<file path="src/sv/csml_pkg.sv">
// ----------------------------------------------------------------------------
// csml_pkg
// Shared types and constants for the crosspoint switch map loader.
// ----------------------------------------------------------------------------
package csml_pkg;

  localparam int WORD_W         = 16;  // switch bits per map word
  localparam int SIG_COUNT      = 16;  // bus signals per chip
  localparam int CHIP_COUNT_DEF = 3;

  localparam logic KIND_ACK  = 1'b0;
  localparam logic KIND_WORD = 1'b1;

  typedef enum logic [1:0] {
    ACT_CONNECT = 2'd0,
    ACT_CLEAR   = 2'd1,
    ACT_UPDATE  = 2'd2
  } action_t;

  typedef enum logic [1:0] {
    ST_IDLE,
    ST_MODIFY,
    ST_LOAD,
    ST_SHIFT
  } state_t;

  // map memory control from the sequencer
  typedef struct packed {
    logic rd_en;
    logic wr_en;
    logic clear_all;
  } map_ctl_t;

  // serializer status back to the sequencer
  typedef struct packed {
    logic active;
    logic done;
  } ser_stat_t;

endpackage

</file>
<file path="src/sv/crosspoint_switch_map_loader_core.sv">
// ----------------------------------------------------------------------------
// crosspoint_switch_map_loader_core
// Switch map for chained 16x16 crosspoint chips: connect, clear-all and a
// bit-serial update that returns every map word in shift order.
// ----------------------------------------------------------------------------
//  channel   | handshake            | signals
//  ----------+----------------------+-----------------------------------------
//  command   | start & !busy        | action, pin_number, bus_signal
//  result    | strobe (one cycle)   | kind, accepted, pending, shift_word,
//            |                      | word_number, last_word
//
// Connect reads the map word, then writes it back with the switch bit set;
// clear-all and rejected connects are acknowledged straight from idle. Update
// reads and loads each map word in turn and shifts its 16 bits through the
// serializer. Reset empties the map at once through valid bits.
// Results cannot be stalled; busy is high while a command is in progress.
// ----------------------------------------------------------------------------
module crosspoint_switch_map_loader_core #(
  parameter int CHIP_COUNT = csml_pkg::CHIP_COUNT_DEF
) (
  input  logic        clk,
  input  logic        rst,
  input  logic        start,
  output logic        busy,
  input  logic [1:0]  action,
  input  logic [5:0]  pin_number,
  input  logic [4:0]  bus_signal,
  output logic        strobe,
  output logic        kind,
  output logic        accepted,
  output logic        pending,
  output logic [15:0] shift_word,
  output logic [5:0]  word_number,
  output logic        last_word
);

  localparam int MAP_WORDS = csml_pkg::WORD_W * CHIP_COUNT;
  localparam int AW        = $clog2(MAP_WORDS);

  csml_pkg::state_t    state, state_next;
  csml_pkg::map_ctl_t  mem_ctl;
  csml_pkg::ser_stat_t ser_stat;

  logic [AW-1:0]               rd_addr;
  logic [csml_pkg::WORD_W-1:0] rd_data;
  logic [csml_pkg::WORD_W-1:0] wr_data;
  logic [csml_pkg::WORD_W-1:0] ser_word;
  logic                        ser_load;

  logic [AW-1:0] cmd_idx;
  logic          cmd_ok;
  logic [AW-1:0] idx, idx_next;
  logic [3:0]    bit_sel, bit_sel_next;
  logic [AW-1:0] cnt, cnt_next;
  logic          upd_pending, upd_pending_next;
  logic          is_last;

  logic        strobe_next, kind_next, accepted_next, pending_next, last_word_next;
  logic [15:0] shift_word_next;
  logic [5:0]  word_number_next;

  // decode pin and signal into a map word index
  assign cmd_ok  = ({1'b0, pin_number} < 7'(MAP_WORDS)) && !bus_signal[4];
  assign cmd_idx = AW'((CHIP_COUNT - 1 - int'(pin_number[5:4])) * csml_pkg::SIG_COUNT
                       + (csml_pkg::SIG_COUNT - 1 - int'(bus_signal[3:0])));
  assign is_last = (cnt == AW'(MAP_WORDS - 1));
  assign wr_data = rd_data | (csml_pkg::WORD_W'(1) << bit_sel);
  assign busy    = (state != csml_pkg::ST_IDLE);

  always_ff @(posedge clk) begin
    if (rst) begin
      state <= csml_pkg::ST_IDLE;
    end else begin
      state <= state_next;
    end
  end

  always_comb begin
    state_next        = state;
    mem_ctl           = '0;
    rd_addr           = cmd_idx;
    ser_load          = 1'b0;
    idx_next          = idx;
    bit_sel_next      = bit_sel;
    cnt_next          = cnt;
    upd_pending_next  = upd_pending;
    strobe_next       = 1'b0;
    kind_next         = csml_pkg::KIND_ACK;
    accepted_next     = 1'b0;
    pending_next      = 1'b0;
    shift_word_next   = '0;
    word_number_next  = '0;
    last_word_next    = 1'b0;
    unique case (state)
      csml_pkg::ST_IDLE: begin
        if (start) begin
          unique case (action)
            csml_pkg::ACT_CONNECT: begin
              if (cmd_ok) begin
                mem_ctl.rd_en = 1'b1;
                idx_next      = cmd_idx;
                bit_sel_next  = pin_number[3:0];
                state_next    = csml_pkg::ST_MODIFY;
              end else begin
                // reject: acknowledge with the map untouched
                strobe_next  = 1'b1;
                pending_next = upd_pending;
              end
            end
            csml_pkg::ACT_CLEAR: begin
              mem_ctl.clear_all = 1'b1;
              upd_pending_next  = 1'b1;
              strobe_next       = 1'b1;
              accepted_next     = 1'b1;
              pending_next      = 1'b1;
            end
            csml_pkg::ACT_UPDATE: begin
              upd_pending_next = 1'b0;
              cnt_next         = '0;
              rd_addr          = '0;
              mem_ctl.rd_en    = 1'b1;
              state_next       = csml_pkg::ST_LOAD;
            end
            default: begin
              // unused action: drop it
            end
          endcase
        end
      end
      csml_pkg::ST_MODIFY: begin
        rd_addr          = idx;
        mem_ctl.wr_en    = 1'b1;
        upd_pending_next = 1'b1;
        strobe_next      = 1'b1;
        accepted_next    = 1'b1;
        pending_next     = 1'b1;
        state_next       = csml_pkg::ST_IDLE;
      end
      csml_pkg::ST_LOAD: begin
        rd_addr    = cnt;
        ser_load   = 1'b1;
        state_next = csml_pkg::ST_SHIFT;
      end
      csml_pkg::ST_SHIFT: begin
        rd_addr = cnt + 1'b1;
        if (ser_stat.done) begin
          strobe_next      = 1'b1;
          kind_next        = csml_pkg::KIND_WORD;
          shift_word_next  = ser_word;
          word_number_next = 6'(cnt);
          last_word_next   = is_last;
          if (is_last) begin
            state_next = csml_pkg::ST_IDLE;
          end else begin
            // advance to the next word
            mem_ctl.rd_en = 1'b1;
            cnt_next      = cnt + 1'b1;
            state_next    = csml_pkg::ST_LOAD;
          end
        end
      end
      default: state_next = csml_pkg::ST_IDLE;
    endcase
  end

  always_ff @(posedge clk) begin
    idx         <= idx_next;
    bit_sel     <= bit_sel_next;
    cnt         <= cnt_next;
    kind        <= kind_next;
    accepted    <= accepted_next;
    pending     <= pending_next;
    shift_word  <= shift_word_next;
    word_number <= word_number_next;
    last_word   <= last_word_next;
  end

  always_ff @(posedge clk) begin
    if (rst) begin
      upd_pending <= 1'b0;
      strobe      <= 1'b0;
    end else begin
      upd_pending <= upd_pending_next;
      strobe      <= strobe_next;
    end
  end

  csml_map_mem #(
    .DEPTH (MAP_WORDS),
    .AW    (AW)
  ) u_map_mem (
    .clk     (clk),
    .rst     (rst),
    .ctl     (mem_ctl),
    .rd_addr (rd_addr),
    .wr_addr (idx),
    .wr_data (wr_data),
    .rd_data (rd_data)
  );

  csml_serializer u_serializer (
    .clk       (clk),
    .rst       (rst),
    .load      (ser_load),
    .load_data (rd_data),
    .word      (ser_word),
    .stat      (ser_stat)
  );

`ifndef SYNTHESIS
  a_ack_fields: assert property (@(posedge clk) disable iff (rst)
    strobe && (kind == csml_pkg::KIND_ACK) |->
      (shift_word == '0) && (word_number == '0) && !last_word)
    else $error("acknowledge carries shift word fields");

  a_word_fields: assert property (@(posedge clk) disable iff (rst)
    strobe && (kind == csml_pkg::KIND_WORD) |-> !accepted && !pending)
    else $error("shift word transaction carries acknowledge fields");

  a_last_word: assert property (@(posedge clk) disable iff (rst)
    strobe && last_word |->
      (kind == csml_pkg::KIND_WORD) && (word_number == 6'(MAP_WORDS - 1)))
    else $error("last word marked at wrong position");

  a_busy_cause: assert property (@(posedge clk) disable iff (rst)
    $rose(busy) |-> $past(start))
    else $error("busy rose without a command");

  a_shift_active: assert property (@(posedge clk) disable iff (rst)
    (state == csml_pkg::ST_SHIFT) && !ser_stat.done |-> ser_stat.active)
    else $error("serializer idle while waiting for a word");
`endif

endmodule

</file>
<file path="src/sv/csml_map_mem.sv">
// ----------------------------------------------------------------------------
// csml_map_mem
// Switch map storage: one word per entry, registered read, per-entry valid
// bits so that reset and clear-all empty the map at once.
// ----------------------------------------------------------------------------
module csml_map_mem #(
  parameter int DEPTH = csml_pkg::WORD_W * csml_pkg::CHIP_COUNT_DEF,
  parameter int AW    = $clog2(DEPTH)
) (
  input  logic                        clk,
  input  logic                        rst,
  input  csml_pkg::map_ctl_t          ctl,
  input  logic [AW-1:0]               rd_addr,
  input  logic [AW-1:0]               wr_addr,
  input  logic [csml_pkg::WORD_W-1:0] wr_data,
  output logic [csml_pkg::WORD_W-1:0] rd_data
);

  logic [csml_pkg::WORD_W-1:0] mem [DEPTH];
  logic [DEPTH-1:0]            valid;
  logic [csml_pkg::WORD_W-1:0] rd_word;
  logic                        rd_hit;

  always_ff @(posedge clk) begin
    if (ctl.wr_en) begin
      mem[wr_addr] <= wr_data;
    end
    if (ctl.rd_en) begin
      rd_word <= mem[rd_addr];
    end
  end

  always_ff @(posedge clk) begin
    if (rst) begin
      valid  <= '0;
      rd_hit <= 1'b0;
    end else begin
      if (ctl.clear_all) begin
        valid <= '0;
      end else if (ctl.wr_en) begin
        valid[wr_addr] <= 1'b1;
      end
      if (ctl.rd_en) begin
        rd_hit <= valid[rd_addr];
      end
    end
  end

  // an entry never written since the last clear reads as zero
  assign rd_data = rd_hit ? rd_word : '0;

endmodule

</file>
<file path="src/sv/csml_serializer.sv">
// ----------------------------------------------------------------------------
// csml_serializer
// Shifts one map word out MSB first, one bit per cycle, and collects the bit
// stream back into the word that goes out with the result.
// ----------------------------------------------------------------------------
module csml_serializer (
  input  logic                        clk,
  input  logic                        rst,
  input  logic                        load,
  input  logic [csml_pkg::WORD_W-1:0] load_data,
  output logic [csml_pkg::WORD_W-1:0] word,
  output csml_pkg::ser_stat_t         stat
);

  localparam int CW = $clog2(csml_pkg::WORD_W + 1);

  logic [csml_pkg::WORD_W-1:0] shreg;
  logic [csml_pkg::WORD_W-1:0] collect;
  logic [CW-1:0]               bits_left;
  logic                        done;

  always_ff @(posedge clk) begin
    if (load) begin
      shreg <= load_data;
    end else if (bits_left != '0) begin
      shreg   <= {shreg[csml_pkg::WORD_W-2:0], 1'b0};
      collect <= {collect[csml_pkg::WORD_W-2:0], shreg[csml_pkg::WORD_W-1]};
    end
  end

  always_ff @(posedge clk) begin
    if (rst) begin
      bits_left <= '0;
      done      <= 1'b0;
    end else begin
      done <= (bits_left == CW'(1)) && !load;
      if (load) begin
        bits_left <= CW'(csml_pkg::WORD_W);
      end else if (bits_left != '0) begin
        bits_left <= bits_left - 1'b1;
      end
    end
  end

  assign word        = collect;
  assign stat.active = (bits_left != '0);
  assign stat.done   = done;

endmodule

</file>
<file path="config.mk">
export PLATFORM = sky130hd
export DESIGN_NAME = crosspoint_switch_map_loader_core
export DESIGN_NICKNAME = d
export VERILOG_FILES = /design/src/sv/csml_pkg.sv /design/src/sv/crosspoint_switch_map_loader_core.sv /design/src/sv/csml_map_mem.sv /design/src/sv/csml_serializer.sv
export SDC_FILE = /design/constraint.sdc
export NUM_CORES = 1
export LEC_CHECK = 0
export BUFFER_PORTS_ARGS = -buffer_cell sky130_fd_sc_hd__buf_2
export CORE_MARGIN = 3
export CORE_UTILIZATION = 49
export CTS_BUF_LIST = sky130_fd_sc_hd__clkbuf_4 sky130_fd_sc_hd__clkbuf_8
export CTS_CLUSTER_DIAMETER = 200
export CTS_CLUSTER_SIZE = 28
export DETAILED_ROUTE_END_ITERATION = 16
export MAX_ROUTING_LAYER = met4
export PLACE_DENSITY = 0.74
export SYNTH_ARGS = -nofsm -noshare
export SYNTH_HDL_FRONTEND = slang
export SYNTH_SLANG_ARGS = --single-unit
</file>
<file path="constraint.sdc">
create_clock -name clk -period 4.7 [get_ports clk]
set_input_delay 0.94 -clock clk [delete_from_list [all_inputs] [get_ports clk]]
set_output_delay 0.94 -clock clk [all_outputs]
set_load 0.05 [all_outputs]
</file>
# Word level (Yosys, flattened, before mapping)
# Memory sizes are Yosys's and may differ from the RTL's. A register that Yosys moved wholly into a read port is not among the register bits.
# Index checks and enable logic that the tools add are counted.
dict set report word_totals {
  regBits 133
  latchBits 0
  ramBits 768
  mem_bits_ro 0
  input_bits 16
  output_inout_bits 28
  elab_cells 116
  n_memories 1
}
# name words word_bits rd rd_ports_with_merged_regs wr line
set mem_list {}
lappend mem_list {u_map_mem.mem 48 16 1 1 1 csml_map_mem.sv:19} ;# logic [csml_pkg::WORD_W-1:0] mem [DEPTH];
dict set report op_classes {
  add_sub_neg 5
  n_mul 0
  div 0
  magnitude_cmp 4
  n_eq_ne 14
  n_shift 1
  muxes 49
  bitwise_logic 3
  n_reduce_logical 20
}
# op count
set op_table {}
lappend op_table {{$mux 16} 3}
lappend op_table {{$or 48x48->48} 1}
lappend op_table {{$mux 6} 6}
lappend op_table {{$pmux 6 s4} 1}
lappend op_table {{$mux 1} 19}
lappend op_table {{$or 16x16->16} 1}
lappend op_table {{$pmux 1 s2} 8}
lappend op_table {{$shl 1x4->16 const A} 1}
lappend op_table {{$lt 6x7->1 const B} 2}
lappend op_table {{$pmux 6 s2} 1}
lappend op_table {{$mux 5} 2}
lappend op_table {{$mux 2} 4}
lappend op_table {{$pmux 2 s4} 1}
lappend op_table {{$reduce_and 4->1} 2}
lappend op_table {{$reduce_bool 2->1} 4}
lappend op_table {{$add 6x1->6 const B} 1}
lappend op_table {{$add 6x5->6} 1}
lappend op_table {{$bmux 1 s6} 1}
lappend op_table {{$demux 1 s6} 1}
lappend op_table {{$eq 2x2->1 const B} 3}
lappend op_table {{$eq 6x6->1 const B} 1}
lappend op_table {{$ge 6x1->1 const B} 1}
lappend op_table {{$lt 6x6->1 const B} 1}
lappend op_table {{$ne 3x1->1 const B} 2}
lappend op_table {{other kinds (19)} 28}

# Logic depth before layout (Yosys ltp)
dict set report logic_depth {
  depth_word 7
  depth_mapped 14
  ltp_nobuf 10
}

# Cells and area by module
# A second synthesis with hierarchy kept.
dict set report unflattened {
  cells_unflattened 1748
  hier_area_um2 35381.4
}
# module n_inst cells_per_inst area_each_um2
set modules_own_cells {}
lappend modules_own_cells {csml_map_mem 1 1484 31990.7}
lappend modules_own_cells {crosspoint_switch_map_loader_core 1 183 1958.1}
lappend modules_own_cells {csml_serializer 1 81 1432.6}

# Least setup slack after synthesis
# No wires, ideal clock.
dict set report synth_timing {
  kind {register -> register}
  startpoint {reg bit_sel[0]}
  endpoint {mem u_map_mem.mem[0][0] (netlist bit), data pin}
  setup_ns 0.578
  arrival_ns 2.651
  setup_slack_ns 1.471
  path_stages_with_launch 3
  n_path_buf 0
  path_cell_list {edfxtp_1 > or2_2 > o21ai_0}
}
dict set report synth_between {
  elab_chain_cells 2
}
# item line
set synth_lines {}
lappend synth_lines {{start, declared} crosspoint_switch_map_loader_core.sv:53} ;# logic [3:0] bit_sel, bit_sel_next;
lappend synth_lines {{start signal, assigned} crosspoint_switch_map_loader_core.sv:168} ;# bit_sel <= bit_sel_next;
lappend synth_lines {{$shl 1x4->16} crosspoint_switch_map_loader_core.sv:67} ;# assign wr_data = rd_data | (csml_pkg::WORD_W'(1) << bit_sel);
lappend synth_lines {{$or 16x16->16} crosspoint_switch_map_loader_core.sv:67}
lappend synth_lines {{net u_map_mem.wr_data, one bit} csml_map_mem.sv:15} ;# input logic [csml_pkg::WORD_W-1:0] wr_data,
lappend synth_lines {{end, declared} csml_map_mem.sv:19}
# The timed path passes the listed nets, and every way through them passes these cells.

# Final worst setup path
dict set report layout_timing {
  startpoint {reg state[1]}
  endpoint {reg u_map_mem.rd_word[5] (netlist bit) (read register of u_map_mem.mem), data pin}
}
dict set report layout_between {
  elab_chain_cells 2
}
# item line
set layout_lines {}
lappend layout_lines {{start, declared} crosspoint_switch_map_loader_core.sv:40} ;# csml_pkg::state_t state, state_next;
lappend layout_lines {{start signal, assigned} crosspoint_switch_map_loader_core.sv:72} ;# state <= csml_pkg::ST_IDLE;
lappend layout_lines {{start signal, assigned} crosspoint_switch_map_loader_core.sv:74} ;# state <= state_next;
lappend layout_lines {{$eq 2x2->1, or another cell as far along} crosspoint_switch_map_loader_core.sv:94} ;# unique case (state)
lappend layout_lines {{$pmux 6 s4 / $pmux 1 s2 (equally long branches)} crosspoint_switch_map_loader_core.sv:94}
lappend layout_lines {{end, declared} csml_map_mem.sv:21} ;# logic [csml_pkg::WORD_W-1:0] rd_word;
# Several ways; a longest one is shown, not always the timed one.
# A chain may end at the register's enable or synchronous reset.

==> reports/metrics.cfg <==
[yosys]
syn_inst = 2798
synth_seq_cells = 917
yosys_warnings = 0
synth_top_flop_cell = edfxtp_1
syn_area_per_cell_sq_um = 13.0
ys_types = 71
async_flop_share_pct = 0
synth_enable_flop_cells = 832
synthesis.area_sq_um = 36300
syn_nets = 2823
synth-seq-area-share_pct = 73.5

[cts]
post_cts_buffers = 0
hold_buffers = 0
cts_buffers = 38
htree_levels = 2
cts_tree = built
clk-insertion-delay-late_ps = 700
path_clk_slew_ps = 160
cts-root-buf = clkbuf_8
clock_path_buffers = 3
cts.sinks = 917

[setup_path]
worstReg2RegStart = state[1]
worstSetupPathType = flop to flop
r2r_setup_slack_ps = 190
crit_chain = inv_1, ha_1, and2_1, a2111o_1, nand2_8, buf_12, buf_12, a211oi_1, a31oi_1, o22ai_1, a211oi_1, a32o_1
r2r-end = u_map_mem.rd_word[5]
reg2reg_depth = 12
path_max_fanout = 58
crit_path_max_incr_delay_ps = 740
cp-end-kind = flop
critPathLaunchType = flop
cpMaxStageDelayCell = a211oi_1
worstPathRequired_ps = 5260
crit_arrival_ps = 5080

[sta]
fin_ws_ps = 186
finalSetupTns_ps = 0
maxSlewViolCount = 0
rsz0062_at_grt = false
min_period_over_period_pct = 96.1
setup_viol = 0
worst_pin_slew_ps = 1280
finalHoldViolCount = 0
slew_headroom_pct = 14.2
finalClockSkew_ps = 51.3
clock.fmax_mhz = 222
min_period_ps = 4510

[power_and_ir_drop]
finalPower_mw = 21.6
peakVddDrop_mv = 0.557
power_density_nw_per_um2 = 553
leakagePower_nw = 13.5

[place]
dp.cells = 3739
io_buffer_count = 43
placed_area_sq_um = 38300
dp_slack_ps = -161
dp_hpwl_um = 57700
gp_congestion = 0.922

[route]
wirelength_um = 95400
drc = 0
drt_iter0_drc = 3437
wl_per_cell_um = 25.1
detail-route-antenna-nets = 0
viasPerCell = 6.22
first_pass_iters = 6
num_vias = 23648

[layout]
syn_to_final_growth_pct = 7.40
fillers = 5811
mostFrequentLayoutCell = edfxtp_1
final_cell_mix = 832 x edfxtp_1, 699 x nand2_1, 289 x nand3_1
drive_gt1_share_pct = 9.79
finalNetCount = 2845
fin_cells = 3802
final_area_sq_um = 39000

[global_routing]
grt_antenna_before_repair = 2
grt-ovfl-total = 0
first_global_vias = 22547
grt_first_pass_wirelength_um = 143000
grt_start_max_net_pins = 96
grtUsageTotal_pct = 24.9

[run]
cap_violations = 0

[floorplanning]
coreArea_sq_um = 73200
ioPinCount = 44
rows = 99
die_h_um = 278
fp.dieW_um = 278
start_util_pct = 49.6
die-area_sq_um = 77400

[hold_path]
min_path_cells = 1
worst_hold_path.endpoint = bit_sel[2]
worst_hold_startpoint = pin_number[2]
min_path_type = input pin to flop

[run_status]
outcome = finished clean

-- cells by family after synthesis --
family                   Yosys count  share of synthesized area, %
buffers and inverters            205                          2.44
multiplexers                      10                         0.455
XOR/XNOR                           6                         0.145
AND/OR/NAND/NOR                 1213                          14.7
adder cells (fa/ha/maj)            9                         0.310
flip-flops                       917                          73.5
AO/OA/AOI/OAI                    438                          8.47
-- layout make-up --
| type | count | area (sq um) | share of cell area [%] |
|---|---|---|---|
| flip-flops and latches | 917 | 26700 | 68.4 |
| multi-input cells | 1676 | 8990 | 23.0 |
| repair buffers | 171 | 1360 | 3.50 |
| well taps | 959 | 1200 | 3.08 |
| clock buffers | 58 | 679 | 1.74 |
| inverters | 16 | 60.1 | 0.154 |
| clock inverters | 2 | 16.3 | 0.0417 |
| diodes | 3 | 7.51 | 0.0192 |
-- registers in the layout (all words and copies together) (netlist names), 5 cells and up --
register,count
u_map_mem.mem,768
u_map_mem.valid,48
shift_word,16
cnt,6
u_serializer.shreg,16
u_map_mem.rd_word,16
u_serializer.bits_left,5
idx,6
u_serializer.word,16
word_number,6
-- synthesized netlist by cell type (5+ instances only) --
cell | n | area [sq um]
o21a_1 | 49 | 368
and2_1 | 5 | 31.3
a32o_1 | 14 | 140
o21ai_0 | 36 | 180
nand2_1 | 700 | 2630
a211oi_1 | 116 | 871
a31oi_1 | 81 | 507
buf_1 | 19 | 71.3
o22ai_1 | 29 | 181
clkbuf_1 | 96 | 360
mux4_2 | 5 | 113
a21oi_1 | 40 | 200
edfxtp_1 | 832 | 25000
dfxtp_1 | 85 | 1700
and3_1 | 111 | 694
a311oi_1 | 17 | 149
nand2b_1 | 6 | 37.5
nor2b_1 | 8 | 50.1
a21boi_0 | 15 | 113
inv_1 | 15 | 56.3
ha_1 | 9 | 113
buf_2 | 69 | 345
o211ai_1 | 6 | 45.0
nand3_1 | 292 | 1460
nor3_1 | 5 | 25.0
nor2_1 | 65 | 244
-- layer usage --
metal,track usage (%),share of wire (%),vias up
met3,3.68,10,180
met5,-,0,-
li1,-,-,10354
met4,8.28,3.5,0
met1,35.0,40,11721
met2,37.8,46,1393
-- worst max path at each step --
| stage | start | endpoint | slack (ps) | cells past startpoint |
|---|---|---|---|---|
| final | state[1] | u_map_mem.rd_word[5] | 190 | 12 |
| after global routing | state[1] | u_map_mem.rd_word[5] | 60 | 12 |
| after CTS | state[0] | u_map_mem.rd_word[5] | 1 | 12 |
| after detailed placement | state[0] | u_map_mem.rd_word[4] | -160 | 9 |
| after global placement | state[0] | u_map_mem.rd_word[4] | 30 | 9 |
| after floorplan | bit_sel[0] | u_map_mem.mem[0][0] | 1470 | 2 |
-- repair_timing --
item,in CTS,in global routing
endpoints found under the setup margin,6,5
pin swaps,0,0
gates resized for setup,1,1
-- worst max-delay path, delay by kind of cell (launching register included) --
| family | cells | cell delay (ps) |
|---|---|---|
| AO/OA/AOI/OAI | 6 | 2210 |
| AND/OR/NAND/NOR | 2 | 750 |
| adder cells (fa/ha/maj) | 1 | 340 |
| buffers and inverters | 3 | 610 |
| flip-flops | 1 | 450 |
-- stage by stage --
step | hold WS [ps] | util [%]
floorplan | 400 | -
global placement | 403 | 52.3
detailed placement | 408 | 52.3
CTS | 410 | 53.3
global route | 411 | 53.3
finish | 442 | 53.3
-- where the power goes --
group / internal, mW / leakage [nW] / switching (mW) / total, mW
sequential: 9.49 / 8.39 / 0.184 / 9.67
clock: 0.938 / 0.373 / 2.25 / 3.19
combinational: 2.68 / 4.70 / 6.03 / 8.71
total: 13.1 / 13.5 / 8.47 / 21.6
Note: power is estimated with default switching activity, not from simulation.
